## src/sv/idtp_pkg.sv

```systemverilog
package idtp_pkg;

  // Character codes of the date-time syntax.
  localparam logic [7:0] CH_NUL   = 8'h00;
  localparam logic [7:0] CH_SPACE = 8'h20;
  localparam logic [7:0] CH_MINUS = 8'h2D;
  localparam logic [7:0] CH_ZERO  = 8'h30;
  localparam logic [7:0] CH_NINE  = 8'h39;
  localparam logic [7:0] CH_COLON = 8'h3A;
  localparam logic [7:0] CH_T     = 8'h54;

  // Field widths and saturation limits.
  localparam int YEAR_W  = 21;
  localparam int FIELD_W = 15;
  localparam int ACC_W   = 20;
  localparam logic [ACC_W-1:0] YEAR_LIMIT  = 20'd999999;
  localparam logic [ACC_W-1:0] FIELD_LIMIT = 20'd9999;

  // Year magnitude is tracked modulo 400 for the leap rule.
  localparam int MOD_W = 9;
  localparam logic [MOD_W-1:0] YEAR_LIMIT_MOD = 9'd399;

  // Range limits of the time fields.
  localparam logic [13:0] HOUR_MAX = 14'd23;
  localparam logic [13:0] MIN_MAX  = 14'd59;
  localparam logic [13:0] MONTH_MAX = 14'd12;

  typedef enum logic [2:0] {
    PH_YEAR,
    PH_MONTH,
    PH_DAY,
    PH_HOUR,
    PH_MINUTE,
    PH_SECOND,
    PH_DONE_OK,
    PH_DONE_FAIL
  } phase_t;

  // Fields of a finished string, handed from the parser to the checker.
  typedef struct packed {
    logic                       done;
    logic                       ok;
    logic                       leap;
    logic signed [YEAR_W-1:0]   year;
    logic signed [FIELD_W-1:0]  month;
    logic signed [FIELD_W-1:0]  day;
    logic signed [FIELD_W-1:0]  hour;
    logic signed [FIELD_W-1:0]  minute;
    logic signed [FIELD_W-1:0]  second;
  } fields_t;

  // One decimal step of the year magnitude modulo 400: (r * 10 + d) mod 400.
  function automatic logic [MOD_W-1:0] mod400_step(logic [MOD_W-1:0] r, logic [3:0] d);
    logic [11:0] x;
    logic [3:0]  q;
    x = ({3'b000, r} << 3) + ({3'b000, r} << 1) + {8'h00, d};
    q = 4'd0;
    for (int k = 1; k <= 9; k++) begin
      if (x >= 12'(k * 400)) begin
        q = 4'(k);
      end
    end
    return MOD_W'(x - 12'(q) * 12'd400);
  endfunction

  // Gregorian leap rule from the magnitude modulo 400.
  function automatic logic is_leap(logic [MOD_W-1:0] r);
    return (r[1:0] == 2'b00) && (r != 9'd100) && (r != 9'd200) && (r != 9'd300);
  endfunction

  // Days in a month (1 to 12); other codes give no valid day.
  function automatic logic [4:0] month_days(logic [3:0] m, logic leap);
    logic [4:0] d;
    unique case (m)
      4'd1, 4'd3, 4'd5, 4'd7, 4'd8, 4'd10, 4'd12: d = 5'd31;
      4'd4, 4'd6, 4'd9, 4'd11:                    d = 5'd30;
      4'd2:                                       d = leap ? 5'd29 : 5'd28;
      default:                                    d = 5'd0;
    endcase
    return d;
  endfunction

endpackage

```

## src/sv/iso_date_time_parser.sv

```systemverilog
// Date-time string parser, one character per item.
// Input channel: in_valid / in_ready with in_ch, one string byte per item.
// A zero byte ends the string and produces one result item on the output
// channel (out_valid / out_ready) with out_valid_res and the six fields;
// all other bytes produce no result.
// A byte is registered at the input and parsed from that register; the
// result of a zero byte is written to the output register at the end
// of its parse step, so a result passes through the input register and
// then the output register.
// Throughput: one byte per cycle while the output is not stalled; the
// limit is the single parse step per byte on the parser state register.
// When the receiver holds out_ready low with a result waiting, the parser
// stops and in_ready falls as soon as the input register is occupied; no
// byte or result is lost. After the result is taken the parser is back at
// the start of the year field.
// Reset (rst_n low, synchronous) empties both registers and returns the
// parser to the start of the year field with all fields at zero.
module iso_date_time_parser (
  input  logic                              clk,
  input  logic                              rst_n,
  input  logic                              in_valid,
  output logic                              in_ready,
  input  logic [7:0]                        in_ch,
  output logic                              out_valid,
  input  logic                              out_ready,
  output logic                              out_valid_res,
  output logic signed [idtp_pkg::YEAR_W-1:0]  out_year,
  output logic signed [idtp_pkg::FIELD_W-1:0] out_month,
  output logic signed [idtp_pkg::FIELD_W-1:0] out_day,
  output logic signed [idtp_pkg::FIELD_W-1:0] out_hour,
  output logic signed [idtp_pkg::FIELD_W-1:0] out_minute,
  output logic signed [idtp_pkg::FIELD_W-1:0] out_second
);
  import idtp_pkg::*;

  fields_t                   res;
  logic                      chk_valid;
  logic                      adv;
  logic                      out_valid_r, out_valid_nxt;
  logic                      valid_res_r;
  logic signed [YEAR_W-1:0]  year_r;
  logic signed [FIELD_W-1:0] month_r, day_r, hour_r, minute_r, second_r;

  // The parser may step when the output register is empty or draining.
  assign adv = !out_valid_r || out_ready;

  idtp_parser u_parser (
    .clk      (clk),
    .rst_n    (rst_n),
    .in_valid (in_valid),
    .in_ready (in_ready),
    .in_ch    (in_ch),
    .adv      (adv),
    .res      (res)
  );

  idtp_check u_check (
    .res       (res),
    .valid_res (chk_valid)
  );

  // Output register.
  always_comb begin
    out_valid_nxt = out_valid_r;
    if (res.done) begin
      out_valid_nxt = 1'b1;
    end else if (out_ready) begin
      out_valid_nxt = 1'b0;
    end
  end

  always_ff @(posedge clk) begin
    if (!rst_n) begin
      out_valid_r <= 1'b0;
    end else begin
      out_valid_r <= out_valid_nxt;
    end
  end

  always_ff @(posedge clk) begin
    if (res.done) begin
      valid_res_r <= chk_valid;
      year_r      <= res.year;
      month_r     <= res.month;
      day_r       <= res.day;
      hour_r      <= res.hour;
      minute_r    <= res.minute;
      second_r    <= res.second;
    end
  end

  assign out_valid     = out_valid_r;
  assign out_valid_res = valid_res_r;
  assign out_year      = year_r;
  assign out_month     = month_r;
  assign out_day       = day_r;
  assign out_hour      = hour_r;
  assign out_minute    = minute_r;
  assign out_second    = second_r;

  // A finished string always lands in the output register.
  a_done_to_out: assert property (@(posedge clk) disable iff (!rst_n)
    res.done |=> out_valid_r)
    else $error("finished string did not produce a result");

  // A result is only produced while the output register can take it.
  a_done_no_overwrite: assert property (@(posedge clk) disable iff (!rst_n)
    res.done |-> (!out_valid_r || out_ready))
    else $error("result produced over a stalled result");

  // A valid result has its month and hour in range.
  a_valid_ranges: assert property (@(posedge clk) disable iff (!rst_n)
    (out_valid_r && valid_res_r) |->
      (!month_r[FIELD_W-1] && month_r[13:0] != 14'd0 && month_r[13:0] <= MONTH_MAX
       && !hour_r[FIELD_W-1] && hour_r[13:0] <= HOUR_MAX))
    else $error("valid result with month or hour out of range");

endmodule

```

## src/sv/idtp_parser.sv

```systemverilog
module idtp_parser (
  input  logic              clk,
  input  logic              rst_n,
  input  logic              in_valid,
  output logic              in_ready,
  input  logic [7:0]        in_ch,
  input  logic              adv,
  output idtp_pkg::fields_t res
);
  import idtp_pkg::*;

  logic                      byte_vld_r, byte_vld_nxt;
  logic [7:0]                byte_r, byte_nxt;
  phase_t                    phase_r, phase_nxt, phase_upd;
  logic [ACC_W-1:0]          acc_r, acc_nxt, acc_upd;
  logic [MOD_W-1:0]          mod_r, mod_nxt, mod_upd;
  logic                      neg_r, neg_nxt, neg_upd;
  logic                      seen_r, seen_nxt, seen_upd;
  logic                      leap_r, leap_nxt, leap_upd;
  logic signed [YEAR_W-1:0]  year_r, year_nxt, year_upd;
  logic signed [FIELD_W-1:0] month_r, month_nxt, month_upd;
  logic signed [FIELD_W-1:0] day_r, day_nxt, day_upd;
  logic signed [FIELD_W-1:0] hour_r, hour_nxt, hour_upd;
  logic signed [FIELD_W-1:0] minute_r, minute_nxt, minute_upd;
  logic signed [FIELD_W-1:0] second_r, second_nxt, second_upd;

  logic                      proc;
  logic                      is_digit;
  logic [3:0]                digit;
  logic [23:0]               acc_sum;
  logic [ACC_W-1:0]          lim;
  logic signed [YEAR_W-1:0]  year_val;
  logic signed [FIELD_W-1:0] field_val;

  // The byte register advances whenever the result side can take a result.
  assign proc     = byte_vld_r && adv;
  assign in_ready = !byte_vld_r || adv;

  always_comb begin
    byte_nxt     = byte_r;
    byte_vld_nxt = byte_vld_r;
    if (in_valid && in_ready) begin
      byte_nxt     = in_ch;
      byte_vld_nxt = 1'b1;
    end else if (proc) begin
      byte_vld_nxt = 1'b0;
    end
  end

  // Digit accumulation with saturation.
  assign is_digit = (byte_r >= CH_ZERO) && (byte_r <= CH_NINE);
  assign digit    = 4'(byte_r - CH_ZERO);
  assign lim      = (phase_r == PH_YEAR) ? YEAR_LIMIT : FIELD_LIMIT;
  assign acc_sum  = ({4'h0, acc_r} << 3) + ({4'h0, acc_r} << 1) + {20'h00000, digit};

  // Signed value of the field that ends on this byte; zero without digits.
  assign year_val  = !seen_r ? '0 :
                     neg_r ? -$signed({1'b0, acc_r}) : $signed({1'b0, acc_r});
  assign field_val = !seen_r ? '0 :
                     neg_r ? -$signed({1'b0, acc_r[13:0]}) : $signed({1'b0, acc_r[13:0]});

  // Parser state after the current byte.
  always_comb begin
    phase_upd  = phase_r;
    acc_upd    = acc_r;
    mod_upd    = mod_r;
    neg_upd    = neg_r;
    seen_upd   = seen_r;
    leap_upd   = leap_r;
    year_upd   = year_r;
    month_upd  = month_r;
    day_upd    = day_r;
    hour_upd   = hour_r;
    minute_upd = minute_r;
    second_upd = second_r;
    if (phase_r != PH_DONE_OK && phase_r != PH_DONE_FAIL) begin
      if (!neg_r && !seen_r && byte_r == CH_MINUS) begin
        neg_upd = 1'b1;
      end else if (is_digit) begin
        seen_upd = 1'b1;
        if (acc_sum > {4'h0, lim}) begin
          acc_upd = lim;
          mod_upd = YEAR_LIMIT_MOD;
        end else begin
          acc_upd = acc_sum[ACC_W-1:0];
          mod_upd = mod400_step(mod_r, digit);
        end
      end else begin
        // The field ends: store it and pick the next field.
        unique case (phase_r)
          PH_YEAR: begin
            year_upd = year_val;
            leap_upd = is_leap(mod_r);
          end
          PH_MONTH:  month_upd  = field_val;
          PH_DAY:    day_upd    = field_val;
          PH_HOUR:   hour_upd   = field_val;
          PH_MINUTE: minute_upd = field_val;
          default:   second_upd = field_val;
        endcase
        if (!seen_r) begin
          phase_upd = PH_DONE_FAIL;
        end else begin
          unique case (phase_r)
            PH_YEAR:   phase_upd = (byte_r == CH_MINUS) ? PH_MONTH : PH_DONE_FAIL;
            PH_MONTH:  phase_upd = (byte_r == CH_MINUS) ? PH_DAY : PH_DONE_FAIL;
            PH_DAY:    phase_upd = (byte_r == CH_SPACE || byte_r == CH_T) ? PH_HOUR
                                                                           : PH_DONE_OK;
            PH_HOUR:   phase_upd = (byte_r == CH_COLON) ? PH_MINUTE : PH_DONE_FAIL;
            PH_MINUTE: phase_upd = (byte_r == CH_COLON) ? PH_SECOND : PH_DONE_OK;
            default:   phase_upd = PH_DONE_OK;
          endcase
        end
        acc_upd  = '0;
        mod_upd  = '0;
        neg_upd  = 1'b0;
        seen_upd = 1'b0;
      end
    end
  end

  // A zero byte delivers the fields and returns the parser to its start.
  always_comb begin
    res.done   = proc && (byte_r == CH_NUL);
    res.ok     = (phase_upd == PH_DONE_OK);
    res.leap   = leap_upd;
    res.year   = year_upd;
    res.month  = month_upd;
    res.day    = day_upd;
    res.hour   = hour_upd;
    res.minute = minute_upd;
    res.second = second_upd;

    phase_nxt  = phase_r;
    acc_nxt    = acc_r;
    mod_nxt    = mod_r;
    neg_nxt    = neg_r;
    seen_nxt   = seen_r;
    leap_nxt   = leap_r;
    year_nxt   = year_r;
    month_nxt  = month_r;
    day_nxt    = day_r;
    hour_nxt   = hour_r;
    minute_nxt = minute_r;
    second_nxt = second_r;
    if (res.done) begin
      phase_nxt  = PH_YEAR;
      acc_nxt    = '0;
      mod_nxt    = '0;
      neg_nxt    = 1'b0;
      seen_nxt   = 1'b0;
      leap_nxt   = 1'b0;
      year_nxt   = '0;
      month_nxt  = '0;
      day_nxt    = '0;
      hour_nxt   = '0;
      minute_nxt = '0;
      second_nxt = '0;
    end else if (proc) begin
      phase_nxt  = phase_upd;
      acc_nxt    = acc_upd;
      mod_nxt    = mod_upd;
      neg_nxt    = neg_upd;
      seen_nxt   = seen_upd;
      leap_nxt   = leap_upd;
      year_nxt   = year_upd;
      month_nxt  = month_upd;
      day_nxt    = day_upd;
      hour_nxt   = hour_upd;
      minute_nxt = minute_upd;
      second_nxt = second_upd;
    end
  end

  // Byte register payload.
  always_ff @(posedge clk) begin
    byte_r <= byte_nxt;
  end

  // Control and parse state.
  always_ff @(posedge clk) begin
    if (!rst_n) begin
      byte_vld_r <= 1'b0;
      phase_r    <= PH_YEAR;
      acc_r      <= '0;
      mod_r      <= '0;
      neg_r      <= 1'b0;
      seen_r     <= 1'b0;
      leap_r     <= 1'b0;
      year_r     <= '0;
      month_r    <= '0;
      day_r      <= '0;
      hour_r     <= '0;
      minute_r   <= '0;
      second_r   <= '0;
    end else begin
      byte_vld_r <= byte_vld_nxt;
      phase_r    <= phase_nxt;
      acc_r      <= acc_nxt;
      mod_r      <= mod_nxt;
      neg_r      <= neg_nxt;
      seen_r     <= seen_nxt;
      leap_r     <= leap_nxt;
      year_r     <= year_nxt;
      month_r    <= month_nxt;
      day_r      <= day_nxt;
      hour_r     <= hour_nxt;
      minute_r   <= minute_nxt;
      second_r   <= second_nxt;
    end
  end

endmodule

```

## src/sv/idtp_check.sv

```systemverilog
module idtp_check (
  input  idtp_pkg::fields_t res,
  output logic              valid_res
);
  import idtp_pkg::*;

  logic [4:0] dim;
  logic       month_ok;
  logic       day_ok;
  logic       time_ok;

  // Month 1 to 12, then the day against that month's length.
  assign month_ok = !res.month[FIELD_W-1] && (res.month[13:0] != 14'd0)
                    && (res.month[13:0] <= MONTH_MAX);
  assign dim      = month_days(res.month[3:0], res.leap);
  assign day_ok   = !res.day[FIELD_W-1] && (res.day[13:0] != 14'd0)
                    && (res.day[13:0] <= {9'h000, dim});

  // Hour 0 to 23, minute and second 0 to 59.
  assign time_ok = !res.hour[FIELD_W-1] && (res.hour[13:0] <= HOUR_MAX)
                   && !res.minute[FIELD_W-1] && (res.minute[13:0] <= MIN_MAX)
                   && !res.second[FIELD_W-1] && (res.second[13:0] <= MIN_MAX);

  assign valid_res = res.ok && month_ok && day_ok && time_ok;

endmodule
```

## config.mk

```make
export PLATFORM = sky130hd
export DESIGN_NAME = iso_date_time_parser
export DESIGN_NICKNAME = d
export VERILOG_FILES = /design/src/sv/idtp_pkg.sv /design/src/sv/iso_date_time_parser.sv /design/src/sv/idtp_parser.sv /design/src/sv/idtp_check.sv
export SDC_FILE = /design/constraint.sdc
export NUM_CORES = 1
export LEC_CHECK = 0
export BUFFER_PORTS_ARGS = -buffer_cell sky130_fd_sc_hd__buf_2
export CORE_ASPECT_RATIO = 2
export CORE_UTILIZATION = 30
export CTS_BUF_LIST = sky130_fd_sc_hd__clkbuf_2 sky130_fd_sc_hd__clkbuf_4 sky130_fd_sc_hd__clkbuf_8
export CTS_CLUSTER_DIAMETER = 100
export DETAILED_ROUTE_END_ITERATION = 16
export PLACE_DENSITY = 0.56
export SYNTH_ARGS = -nofsm -noshare
export SYNTH_HDL_FRONTEND = slang
export SYNTH_SLANG_ARGS = --single-unit
```

## constraint.sdc

```tcl
create_clock -name clk -period 12.75 [get_ports clk]
set_input_delay 0 -clock clk [delete_from_list [all_inputs] [get_ports clk]]
set_output_delay 0 -clock clk [all_outputs]
set_load 0.1 [all_outputs]
```

# Word level (Yosys, flattened, before mapping)
# Cells that the tools add are included.
# classes
order_cmp	17
n_reduce_logical	47
n_bitwise	2
n_eq_ne	27
n_div	0
shifts	0
n_mul	1
n_addsub	8
muxes	69
# ops
op	n
two-way mux 15 bit	22
two-way mux 21 bit	6
two-way mux 20 bit	3
greater-or-equal comparator 12 bit (second input constant)	4
greater-or-equal comparator 12 x 11 -> 1 bit (second input constant)	3
two-way mux 3 bit	11
less-or-equal comparator 14 x 6 -> 1 bit (second input constant)	2
nonzero test 14 bit	2
adder 23 x 21 -> 24 bit	1
adder 24 x 4 -> 24 bit	1
equality test 8 x 6 -> 1 bit (second input constant)	3
> comparator 24 x 20 -> 1 bit	1
two-way mux 4 bit	6
logical AND 1 bit	22
negator 20 -> 21 bit	1
equality test 4 bit (second input constant)	5
two-way mux 9 bit	2
equality test 4 x 3 -> 1 bit (second input constant)	4
negator 14 -> 15 bit	1
one-hot mux 3 bit (5 select lines)	1
one-hot mux 5 bit (3 select lines)	1
less-or-equal comparator 14 x 4 -> 1 bit (second input constant)	1
less-or-equal comparator 14 x 5 -> 1 bit	1
less-or-equal comparator 14 x 5 -> 1 bit (second input constant)	1
34 further kinds	66
# word_totals
latchBits	0
in_bits	12
mem_bits_rw	0
reg_bits	238
rom_bits	0
elab_cells	193
n_memories	0
output_inout_bits	99

# Logic depth before layout (Yosys ltp)
# Gate-level depths: netlist of the first run.
# depth
depth_word	20
mapped_depth	22
mapped_depth_nobuf	21

# Hierarchy
# Synthesis of the first run repeated with hierarchy kept, for this count alone.
# hier_totals
hier_cells	1305
area_unflattened_um2	12593.3
# by_module_without_submodules
mod	cells_each	seq_area_each_um2	instances	area_per_inst_um2
idtp_parser	1158	2802.7	1	9293.9
iso_date_time_parser	101	2932.8	1	2961.6
idtp_check	46	0.0	1	337.8

# Worst setup path after synthesis of the first run
# No wires, ideal clock.
# synth_timing
kind	reg-to-reg
startpoint	register u_parser.byte_r[3]
endpoint	register u_parser.mod_r[8]
slack_ns	7.850
synth_period_minus_slack_ns	4.900
path_buffers	0
setup_ns	0.134
t_arrival_ns	4.766
required_ns	12.616
path_stages_with_launch	20
cell_sequence	edfxtp_1 fa_1 fa_1 a211oi_1 or4b_2 o311ai_2 o311ai_0 o32ai_1 o221ai_1 o31a_1 ha_1 inv_1 fa_1 a21o_1 a21oi_1 xnor2_1 xnor2_1 and3_1 mux2i_1 o211ai_1
# synth_via
elab_chain_cells	20
word_cells_on_any_way	40
cone_classes	add/sub (4); mul (1); order compare (12); eq/ne (1); mux (15); bitwise (1); reduce/logical (6)
# synth_rtl
element	line_no	rtl
start: declaration	idtp_parser.sv:13	logic [7:0] byte_r, byte_nxt;
start signal: assignment	idtp_parser.sv:177	byte_r <= byte_nxt;
subtractor 4 x 1 -> 4 bit	idtp_parser.sv:52	assign digit = 4'(byte_r - CH_ZERO);
adder 12 x 4 -> 12 bit	idtp_pkg.sv:56	x = ({3'b000, r} << 3) + ({3'b000, r} << 1) + {8'h00, d};
greater-or-equal comparator 12 x 9 -> 1 bit	idtp_pkg.sv:59	if (x >= 12'(k * 400)) begin
two-way mux 1 bit	idtp_pkg.sv:59	
two-way mux 2 bit (2 in series)	idtp_pkg.sv:59	
two-way mux 3 bit (4 in series)	idtp_pkg.sv:59	
two-way mux 4 bit (2 in series)	idtp_pkg.sv:59	
two-way mux 4 bit	idtp_parser.sv:81	if (acc_sum > {4'h0, lim}) begin
two-way mux 4 bit	idtp_parser.sv:79	end else if (is_digit) begin
two-way mux 4 bit	idtp_parser.sv:77	if (!neg_r && !seen_r && byte_r == CH_MINUS) begin
two-way mux 4 bit	idtp_parser.sv:76	if (phase_r != PH_DONE_OK && phase_r != PH_DONE_FAIL) begin
multiplier 4 x 5 -> 5 bit	idtp_pkg.sv:63	return MOD_W'(x - 12'(q) * 12'd400);
subtractor 9 bit	idtp_pkg.sv:63	
two-way mux 9 bit	idtp_parser.sv:81	
two-way mux 9 bit	idtp_parser.sv:79	
end signal: assignment	idtp_parser.sv:200	mod_r <= mod_nxt;
end: declaration	idtp_parser.sv:16	logic [MOD_W-1:0] mod_r, mod_nxt, mod_upd;
# Parallel ways exist; a longest one is shown, timed or not. The select of a mux whose other input is x is not followed.
# A chain may end at the register's enable or synchronous reset.

# Worst setup path in the final report of the first run
# layout_timing
startpoint	register u_parser.mod_r[2]
endpoint	register u_parser.mod_r[8]
# layout_via
elab_chain_cells	20
word_cells_on_any_way	28
cone_classes	add/sub (3); mul (1); order compare (9); mux (15)
# layout_rtl
element	line_no
adder 12 x 10 -> 12 bit (*)	idtp_pkg.sv:56
adder 12 x 4 -> 12 bit (*)	idtp_pkg.sv:56
greater-or-equal comparator 12 x 9 -> 1 bit	idtp_pkg.sv:59
two-way mux 1 bit	idtp_pkg.sv:59
two-way mux 2 bit (2 in series)	idtp_pkg.sv:59
two-way mux 3 bit (4 in series)	idtp_pkg.sv:59
two-way mux 4 bit (2 in series)	idtp_pkg.sv:59
two-way mux 4 bit	idtp_parser.sv:81
two-way mux 4 bit	idtp_parser.sv:79
two-way mux 4 bit	idtp_parser.sv:77
two-way mux 4 bit	idtp_parser.sv:76
multiplier 4 x 5 -> 5 bit	idtp_pkg.sv:63
subtractor 9 bit (*)	idtp_pkg.sv:63
two-way mux 9 bit (*)	idtp_parser.sv:81
two-way mux 9 bit (*)	idtp_parser.sv:79
# Mark *: on every way between the ends. The rest lies on a longest branch, timed or not. The select of a mux whose other input is x is not followed.

==> impl_metrics.csv, run 1 <==
group,metric,value,unit
outcome,status,"finished, final reports clean",
logic_synthesis,synth_area_leader_cell,"edfxtp_1",
die,pin_count,111,
power_and_ir_drop,peakVddDrop,0.00006641,V
die,core_region_area,0.04086,mm2
clocking,cts.sinks,234,
power_and_ir_drop,clockPowerShare,0.380,
timing,worst_slack,7043,ps
clocking,cts.path.max_buffers,3,
placed_design,dp.cells,1898,
finish,layout.cells.non_filler,1968,
min_path,hold_class,"input pin to flop",
placed_design,dpl_worst_slack,7084,ps
clocking,ctsHoldBuffers,12,
clocking,clock-root-buffer,"clkbuf_8",
die,initial_core_util,0.3036,
logic_synthesis,synth_cell_types,79,
logic_synthesis,synth_edf_count,105,
timing,setup_viol,0,
power_and_ir_drop,power.switching,0.3780,mW
logic_synthesis,synth_top_area_share,0.2542,
critical_path,cp-startpoint,"u_parser.mod_r[2]",
route,first_iter_violations,627,
timing,grt_setup_unrepaired,"no",
min_path,hp-start,"in_ch[5]",
route,via_per_inst,5.123,
critical_path,worstSetupPathType,"flop to flop",
global_routing,track_usage,0.1674,
global_routing,grt_pass1_wl,55330,um
logic_synthesis,seq_area_frac_synth,0.4623,
logic_synthesis,synthCells,1304,
die,die_h,289.6,um
power_and_ir_drop,p_leak,5.701,nW
logic_synthesis,synth_most_common_cell,"nand2_1",
clocking,cts_resized,0,
global_routing,grt_pass1_vias,10020,
route,vias,10080,
critical_path,cp-start-kind,"flop",
die,die_w,145.8,um
die,dieArea,0.04222,mm2
clocking,clk_pin_slew,70,ps
power_and_ir_drop,internal-power,1.135,mW
global_routing,grt-ovfl-total,0,
power_and_ir_drop,p_comb_frac,0.085,
route,dr.pass1.iters,6,
run,maxCapViolCount,0,
power_and_ir_drop,p_per_area,106.2,mW/mm2
clocking,post_cts_buffers,0,
timing,maxSlewViolCount,0,
clocking,htreeDepth,1,
logic_synthesis,synthTopCellsByArea,"edfxtp_1 25%, dfxtp_1 21%, ha_1 7.2%",
timing,slew_headroom,0.1897,
finish,num-nets-final,1494,
clocking,numCtsBuffers,31,
clocking,clk_latency,600,ps
placed_design,gp_congestion,0.8540,
timing,post-route-period-util,0.4476,
global_routing,antenna_found_initial,1,
logic_synthesis,async_reset_ff_frac,0,
logic_synthesis,syn_nets,1390,
timing,finalHoldViolations,0,
timing,min_period,5707,ps
timing,fmax,175.2,MHz
timing,clock_skew,34.25,ps
route,finalWirelength,35660,um
critical_path,cp.required,13210,ps
clocking,cts_tree,"built",
route,route.detailed.drc,0,
timing,worst_pin_slew,1204,ps
logic_synthesis,ys_ff_latch,234,
placed_design,port_buffers,110,
placed_design,hpwl,26870,um
finish,drive_gt1_frac,0.1725,
route,antenna_left,0,
logic_synthesis,synth_area,0.01241,mm2
timing,setup-tns-final,0,ps
logic_synthesis,synthTopCellsByCount,"165 x nand2_1, 141 x nor2_1, 129 x dfxtp_1, 105 x edfxtp_1, 83 x a21oi_1",
critical_path,end_kind,"flop",
critical_path,r2r_start,"u_parser.mod_r[2]",
timing,whs,115.7,ps
power_and_ir_drop,p_total,1.513,mW
global_routing,grt_max_degree,94,
logic_synthesis,ys.flop_type,"dfxtp_1",
critical_path,crit_arrival,6170,ps
logic_synthesis,syn_avg_cell_area,9.514,um2
finish,n_fill_cell,4138,
route,wire_per_inst,18.12,um
power_and_ir_drop,p_seq_frac,0.535,
critical_path,path_max_fanout,11,
finish,areaGrowthSynthToFinish,14.83,%
logic_synthesis,yosys_warnings,0,
die,row_count,105,
power_and_ir_drop,switching_share,0.2499,
==> registers in the layout, indices dropped and copies added, names as in the netlist, 3 cells and up <==
register,flops
u_parser.mod_r,9
u_parser.month_r,15
out_day,15
u_parser.byte_r,8
u_parser.acc_r,16
out_second,15
out_minute,15
u_parser.phase_r,3
u_parser.year_r,21
out_hour,15
u_parser.minute_r,15
u_parser.day_r,15
out_year,21
out_month,15
u_parser.second_r,15
u_parser.hour_r,15
==> path summary, 6_finish.rpt <==
| path | endpoint | slack (ps) | depth (start not counted) |
|---|---|---|---|
| setup / recovery | u_parser.mod_r[8] | 7040 | 19 |
| hold / removal | u_parser.byte_r[5] | 120 | 2 |
| setup reg to reg | u_parser.mod_r[8] | 7040 | 19 |
| hold reg to reg | u_parser.hour_r[0] | 460 | 2 |
==> per-stage QoR <==
| stage | instance area (um2) | utilization |
|---|---|---|
| final | 14240 | 0.3486 |
| after global routing | 14240 | 0.3486 |
| after CTS | 14240 | 0.3486 |
| after detailed placement | 13500 | 0.3304 |
| after global placement | 13500 | 0.3304 |
| after floorplan | 12410 | - |
==> layer usage <==
layer | up-vias | global-route usage | wire, um
met5 | - | 0 | 0
met1 | 4800 | 0.1586 | 12510
met3 | 97 | 0.01727 | 1168
met2 | 239 | 0.3385 | 19950
li1 | 4946 | - | -
met4 | 0 | 0.1050 | 2040
==> area by class of cell <==
cell class / instances / area [um2] / area share
Tap cell: 535 / 669.4 / 0.04699
Antenna cell: 1 / 2.502 / 0.0001757
Clock buffer: 45 / 544.3 / 0.03821
Sequential cell: 234 / 5736 / 0.4026
Inverter: 53 / 201.4 / 0.01414
Clock inverter: 12 / 80.08 / 0.005621
Multi-Input combinational cell: 951 / 6228 / 0.4372
Timing Repair Buffer: 137 / 783.3 / 0.05498
==> cell families after synthesis <==
| family | synth area share |
|---|---|
| DFF | 0.4623 |
| AOI/OAI and AO/OA | 0.1537 |
| adders and majority gates | 0.07645 |
| muxes | 0.06324 |
| xor gates and xnor gates | 0.02895 |
| and+or+nand+nor | 0.1773 |
| buffers and inverters | 0.03802 |
==> power by group through the flow <==
stage	clock network, mW	logic, mW	registers, mW
floorplan	0	0.0902	0.822
global placement	0	0.125	0.825
detailed placement	0	0.127	0.826
CTS	0.590	0.130	0.809
global route	0.617	0.141	0.811
finish	0.574	0.129	0.809
==> worst max-delay path, stage by stage, from the launching register on <==
cell      delay (ps)
dfxtp_1          600
fa_1             550
fa_1             510
a211oi_1         380
or4b_2           200
o311ai_2         240
o311ai_0         620
o32ai_1          190
o221ai_1         360
o31a_1           240
ha_1             160
inv_1             60
fa_1             400
a21o_1           190
a21oi_1          170
xnor2_1          150
xnor2_1          100
and3_1           220
mux2i_1          120
o211ai_1         100
==> layout by cell type, fill, tap and decap left out, types with 9 or more instances in the layout <==
cell type      Yosys  layout
a21oi_1           83      83
o211ai_1          12      12
nor2_1           141     140
nand2_1          165     163
mux2_2            40      40
inv_1             51      50
clkbuf_8           0      33
buf_2              2     110
xor2_1            20      20
a221o_1           11      11
ha_1              71      71
nand3_1           18      18
or3_1              9       9
o21ai_0           59      59
a21o_1            12      12
xnor2_1           21      21
a211oi_1          35      35
dfxtp_1          129     129
nor4_1            15      15
edfxtp_1         105     105
dlygate4sd3_1      0      12
buf_4              2      15
nor2b_1           11      11
nor3_1            52      52
clkbuf_4           0      12
a22o_1            10      10
mux2i_1           29      29
Note: power is estimated with default switching activity, not from simulation.
==> run 2: changes to the inputs <==
Settings changed: ABC_AREA set to 1.
Clock period 12.75 ns to 5.4 ns, I/O delays scaled along.
==> impl_metrics.csv, run 2 <==
group,metric,value,unit
logic_synthesis,synth_top_area_share,0.2482,
timing,setup_viol,0,
die,pin_count,111,
placed_design,dp.cells,2227,
critical_path,worstSetupPathType,"flop to flop",
run,maxCapViolCount,0,
route,route.detailed.drc,0,
critical_path,end_kind,"flop",
timing,setup-tns-final,0,ps
critical_path,r2r_cells,21,
logic_synthesis,synthTopCellsByArea,"edfxtp_1 25%, dfxtp_1 20%, nand2_1 9.1%",
critical_path,rrSetupSlack,690,ps
finish,layout_commonest_cell,"nand2_1",
timing,slew_headroom,0.1287,
timing,worst_pin_slew,1297,ps
timing,clock_skew,22.93,ps
min_path,hp-start,"out_ready",
clocking,clk_latency,610,ps
clocking,clock-root-buffer,"clkbuf_8",
die,row_count,106,
placed_design,port_buffers,110,
min_path,hold_class,"input pin to flop",
logic_synthesis,synth_area_leader_cell,"edfxtp_1",
logic_synthesis,synth_area,0.01270,mm2
die,die_w,147.5,um
global_routing,grt_pass1_wl,58260,um
route,via_per_inst,4.887,
global_routing,track_usage,0.1727,
outcome,status,"finished, final reports clean",
clocking,cts_tree,"built",
critical_path,cp.required,5860,ps
timing,grt_setup_unrepaired,"no",
timing,finalHoldViolations,0,
finish,final_cell_mix,"306 x nand2_1, 221 x inv_1, 189 x o21ai_0",
power_and_ir_drop,internal-power,2.792,mW
power_and_ir_drop,power.switching,0.9859,mW
power_and_ir_drop,p_comb_frac,0.101,
logic_synthesis,syn_avg_cell_area,7.842,um2
power_and_ir_drop,p_per_area,258.8,mW/mm2
power_and_ir_drop,clockPowerShare,0.388,
route,dr.pass1.iters,5,
power_and_ir_drop,p_seq_frac,0.512,
critical_path,crit_arrival,5170,ps
die,dieArea,0.04323,mm2
clocking,htreeDepth,1,
die,initial_core_util,0.3041,
global_routing,antenna_found_initial,1,
clocking,clk_pin_slew,70,ps
critical_path,r2r_start,"u_parser.seen_r",
min_path,min_path_cells,5,
min_path,hold_end,"u_parser.byte_r[7]",
clocking,cts.sinks,234,
route,first_iter_violations,651,
timing,maxSlewViolCount,0,
power_and_ir_drop,switching_share,0.2610,
critical_path,cp-start-kind,"flop",
logic_synthesis,ys.flop_type,"dfxtp_1",
clocking,cts_resized,0,
logic_synthesis,synth_edf_count,105,
logic_synthesis,synth_most_common_cell,"nand2_1",
logic_synthesis,synthTopCellsByCount,"307 x nand2_1, 223 x inv_1, 189 x o21ai_0, 140 x a21oi_1, 137 x nor2_1",
route,wire_per_inst,16.22,um
placed_design,hpwl,28560,um
route,vias,11230,
global_routing,grt_max_degree,101,
timing,fmax,212.4,MHz
critical_path,rr_endpoint,"out_valid_res",
timing,min_period,4707,ps
route,finalWirelength,37260,um
logic_synthesis,synthCells,1620,
logic_synthesis,async_reset_ff_frac,0,
logic_synthesis,synth_cell_types,53,
logic_synthesis,yosys_warnings,0,
timing,post-route-period-util,0.8717,
die,die_h,293.0,um
route,antenna_left,0,
finish,areaGrowthSynthToFinish,14.91,%
critical_path,path_max_fanout,12,
logic_synthesis,syn_nets,1706,
finish,n_fill_cell,4384,
timing,whs,101.2,ps
die,core_region_area,0.04178,mm2
clocking,cts.path.max_buffers,3,
logic_synthesis,seq_area_frac_synth,0.4514,
finish,num-nets-final,1818,
power_and_ir_drop,p_leak,6.569,nW
power_and_ir_drop,peakVddDrop,0.0001867,V
logic_synthesis,ys_ff_latch,234,
finish,final_core_util,0.3494,
clocking,numCtsBuffers,30,
global_routing,grt_pass1_vias,11010,
finish,drive_gt1_frac,0.1276,
finish,layout.cells.non_filler,2297,
global_routing,grt-ovfl-total,0,
placed_design,gp_congestion,0.9194,
## run 2: cell types whose count changed after synthesis, moves of 34 or more
cell	previous run	this run
mux2_2	40	0
a211oi_1	35	1
nand3_1	18	72
nand2_1	165	307
o21ai_0	59	189
inv_1	51	223
a21oi_1	83	140
## run 2: per-stage QoR
step | power, mW | area (um2) | setup slack [ps]
finish | 3.778 | 14600 | 692.8
global route | 3.932 | 14600 | 240.3
CTS | 3.815 | 14600 | 674.8
floorplan | 2.233 | 12700 | 1395
global placement | 2.336 | 13800 | 763.0
detailed placement | 2.347 | 13800 | 747.6
## run 2: critical path: stages, from the launching register on
cell and delay [ps]:
dfxtp_1 590, inv_1 310, nor3_1 590, inv_1 150
nand2_1 200, nand2_1 80, o21ai_1 220, nor2_1 110
nand3b_1 250, a21oi_1 310, ha_1 310, a21oi_1 150
o21ai_0 100, a21oi_1 130, a21oi_1 90, nor3b_1 250
nand2_1 100, nor2_1 100, nand3_1 200, nor2_1 150
nand3_1 80, nor2_1 100
## run 2: repair_timing
item | 4_1_cts | 5_1_grt
buffers inserted | 0 | 0
hold buffers | 13 | 0
hold endpoints to repair | 18 | 0
## run 2: worst max-delay path by stage
stage / from / endpoint / slack [ps] / cells past startpoint
floorplan: u_parser.mod_r[2] / u_parser.mod_r[8] / 1390 / 28
global placement: u_parser.seen_r / out_valid_res / 760 / 21
detailed placement: u_parser.seen_r / out_valid_res / 750 / 21
CTS: u_parser.seen_r / out_valid_res / 670 / 21
global route: u_parser.seen_r / out_valid_res / 240 / 21
finish: u_parser.seen_r / out_valid_res / 690 / 21
## run 2: area by class of cell
cell class | count | area [um2] | area share
repair buffers | 139 | 800.8 | 0.05485
clock inverters | 19 | 190.2 | 0.01303
well taps | 540 | 675.6 | 0.04628
diodes | 1 | 2.502 | 0.0001714
inverters | 240 | 903.4 | 0.06188
clock buffers | 37 | 471.7 | 0.03231
multi-input cells | 1087 | 5819 | 0.3986
flip-flops and latches | 234 | 5736 | 0.3929
## run 2: per-layer routing
layer  part of all wire  global-route usage  vias to the layer above
li1                   -                   -                     5622
met1               0.34              0.1561                     5220
met2               0.57              0.3541                      267
met3              0.030             0.01537                      117
met4              0.063              0.1109                        0
met5                  0                   0                        -
## run 2: power groups by stage
stage	Sequential (mW)	Clock, mW	Combinational, mW
after floorplan	1.97	0	0.263
after global placement	1.97	0	0.365
after detailed placement	1.97	0	0.375
after CTS	1.93	1.50	0.382
after global routing	1.94	1.56	0.431
final	1.93	1.46	0.380
## run 2: logic make-up (layout without fill, tap and decap cells)
| logic type | count (synthesis) | count (layout) | synth area share |
|---|---|---|---|
| buffers and inverters | 299 | 435 | 0.09188 |
| adders and majority gates | 74 | 74 | 0.07465 |
| DFF | 234 | 234 | 0.4514 |
| AOI/OAI and AO/OA | 388 | 388 | 0.1606 |
| and+or+nand+nor | 602 | 602 | 0.2055 |
| other | 0 | 1 | 0 |
| xor gates and xnor gates | 23 | 23 | 0.01586 |
==> run 3: changes to the inputs <==
Settings changed: PLACE_DENSITY 0.56 to 0.46.
==> impl_metrics.csv, run 3 (same netlist as run 2, synthesis figures left out) <==
group,metric,value,unit
outcome,status,"finished, final reports clean",
timing,fmax,205.5,MHz
timing,clock_skew,26.53,ps
finish,final_cell_mix,"306 x nand2_1, 221 x inv_1, 189 x o21ai_0",
finish,n_fill_cell,4417,
critical_path,cp-start-kind,"flop",
clocking,clock-root-buffer,"clkbuf_8",
finish,final_core_util,0.3526,
power_and_ir_drop,p_seq_frac,0.487,
min_path,hold_class,"input pin to flop",
global_routing,grt_pass1_wl,60150,um
critical_path,worstSetupPathType,"flop to flop",
power_and_ir_drop,switching_share,0.2575,
placed_design,port_buffers,110,
min_path,hp-start,"out_ready",
finish,num-nets-final,1824,
finish,layout.cells.non_filler,2305,
route,first_iter_violations,507,
die,die_h,293.0,um
global_routing,grt_use_met2,0.3803,
placed_design,dp.cells,2229,
die,dieArea,0.04323,mm2
critical_path,rr_endpoint,"out_valid_res",
timing,finalHoldViolations,0,
timing,setup_viol,0,
power_and_ir_drop,p_leak,6.638,nW
critical_path,r2r_start,"u_parser.seen_r",
route,dr.pass1.iters,4,
timing,worst_pin_slew,988.7,ps
placed_design,dpl_worst_slack,538.7,ps
clocking,numCtsBuffers,34,
min_path,min_path_cells,6,
power_and_ir_drop,p_total,3.975,mW
timing,min_period,4866,ps
timing,maxSlewViolCount,0,
placed_design,hpwl,29910,um
timing,slew_headroom,0.3365,
route,via_per_inst,4.830,
finish,stdcell_area,0.01473,mm2
power_and_ir_drop,internal-power,2.951,mW
critical_path,rrSetupSlack,530,ps
critical_path,path_max_fanout,12,
min_path,hold_end,"u_parser.second_r[7]",
global_routing,track_usage,0.1808,
power_and_ir_drop,power.switching,1.023,mW
run,maxCapViolCount,0,
clocking,clk_latency,540,ps
power_and_ir_drop,p_per_area,269.8,mW/mm2
global_routing,grt_pass1_vias,11110,
global_routing,use_met3,0.01491,
timing,grt_setup_unrepaired,"no",
global_routing,use_met1,0.1595,
timing,whs,88.74,ps
die,row_count,106,
timing,setup-tns-final,0,ps
critical_path,cp.required,5790,ps
clocking,cts.path.max_buffers,3,
placed_design,gp_congestion,0.8509,
timing,worst_slack,534.5,ps
critical_path,r2r_cells,21,
timing,post-route-period-util,0.9010,
route,finalWirelength,39000,um
placed_design,place_area,0.01382,mm2
route,wire_per_inst,16.92,um
power_and_ir_drop,p_comb_frac,0.096,
critical_path,end_kind,"flop",
clocking,clk_pin_slew,80,ps
route,vias,11130,
die,initial_core_util,0.3041,
critical_path,crit_arrival,5250,ps
global_routing,grt_max_degree,83,
finish,areaGrowthSynthToFinish,15.93,%
power_and_ir_drop,peakVddDrop,0.0001133,V
power_and_ir_drop,clockPowerShare,0.417,
clocking,cts_tree,"built",
route,route.detailed.drc,0,
die,pin_count,111,
route,antenna_left,0,
clocking,post_cts_buffers,0,
global_routing,grt-ovfl-total,0,
finish,drive_gt1_frac,0.1332,
global_routing,top_usage_layer,"met2",
clocking,cts.sinks,234,
finish,layout_commonest_cell,"nand2_1",
die,core_region_area,0.04178,mm2
clocking,htreeDepth,2,
die,die_w,147.5,um
global_routing,antenna_found_initial,1,
run 3: cell types whose count changed in the layout (fill, tap and decap cells not counted):
| cell | delta |
|---|---|
| nor2_2 | +1 |
| clkinv_1 | -2 |
| clkbuf_8 | +6 |
| nor2_1 | -1 |
| clkinv_4 | -1 |
| buf_4 | +2 |
| inv_6 | +1 |
| bufinv_16 | +1 |
| clkbuf_4 | +1 |
run 3: how the worst max path moves through the flow:
stage | to | startpoint
floorplan | u_parser.mod_r[8] | u_parser.mod_r[2]
global placement | out_valid_res | u_parser.seen_r
detailed placement | out_valid_res | u_parser.seen_r
finish | out_valid_res | u_parser.seen_r
CTS | out_valid_res | u_parser.seen_r
global route | u_parser.mod_r[0] | u_parser.byte_r[3]
run 3: timing repair:
| action | 4_1_cts | 5_1_grt |
|---|---|---|
| hold endpoints to repair | 18 | 0 |
| hold buffers | 13 | 0 |
| gates resized for setup | 0 | 0 |
run 3: cell type report:
| cell class | instances | area (um2) | area share |
|---|---|---|---|
| clock buffer | 44 | 561.8 | 0.03814 |
| timing repair buffer | 141 | 815.8 | 0.05539 |
| sequential | 234 | 5736 | 0.3894 |
| tap | 540 | 675.6 | 0.04587 |
| inverter | 240 | 903.4 | 0.06133 |
| multi-input combinational | 1087 | 5822 | 0.3953 |
| antenna | 1 | 2.502 | 0.0001699 |
| clock inverter | 18 | 212.7 | 0.01444 |
run 3: per-layer routing:
metal  vias to the layer above  wire length [um]
li1                       5635                 -
met1                      5171             13160
met2                       230             22650
met3                        96               972
met4                         0              2221
met5                         -                 0
run 3: power by group through the flow:
stage	registers (mW)	clock network [mW]	logic [mW]
after floorplan	1.97	0	0.263
after global placement	1.97	0	0.374
after detailed placement	1.97	0	0.381
after CTS	1.93	1.71	0.388
after global routing	1.94	1.77	0.431
final	1.93	1.66	0.383
run 3: critical path: stages, from the launching register on:
cell,delay (ps)
dfxtp_1,590
inv_1,310
nor3_1,610
inv_1,190
nand2_1,210
nand2_1,70
o21ai_1,260
nor2_1,120
nand3b_1,220
a21oi_1,320
ha_1,310
a21oi_1,150
o21ai_0,100
a21oi_1,130
a21oi_1,80
nor3b_1,220
nand2_1,100
nor2_1,130
nand3_1,240
nor2_1,170
nand3_1,80
nor2_1,90
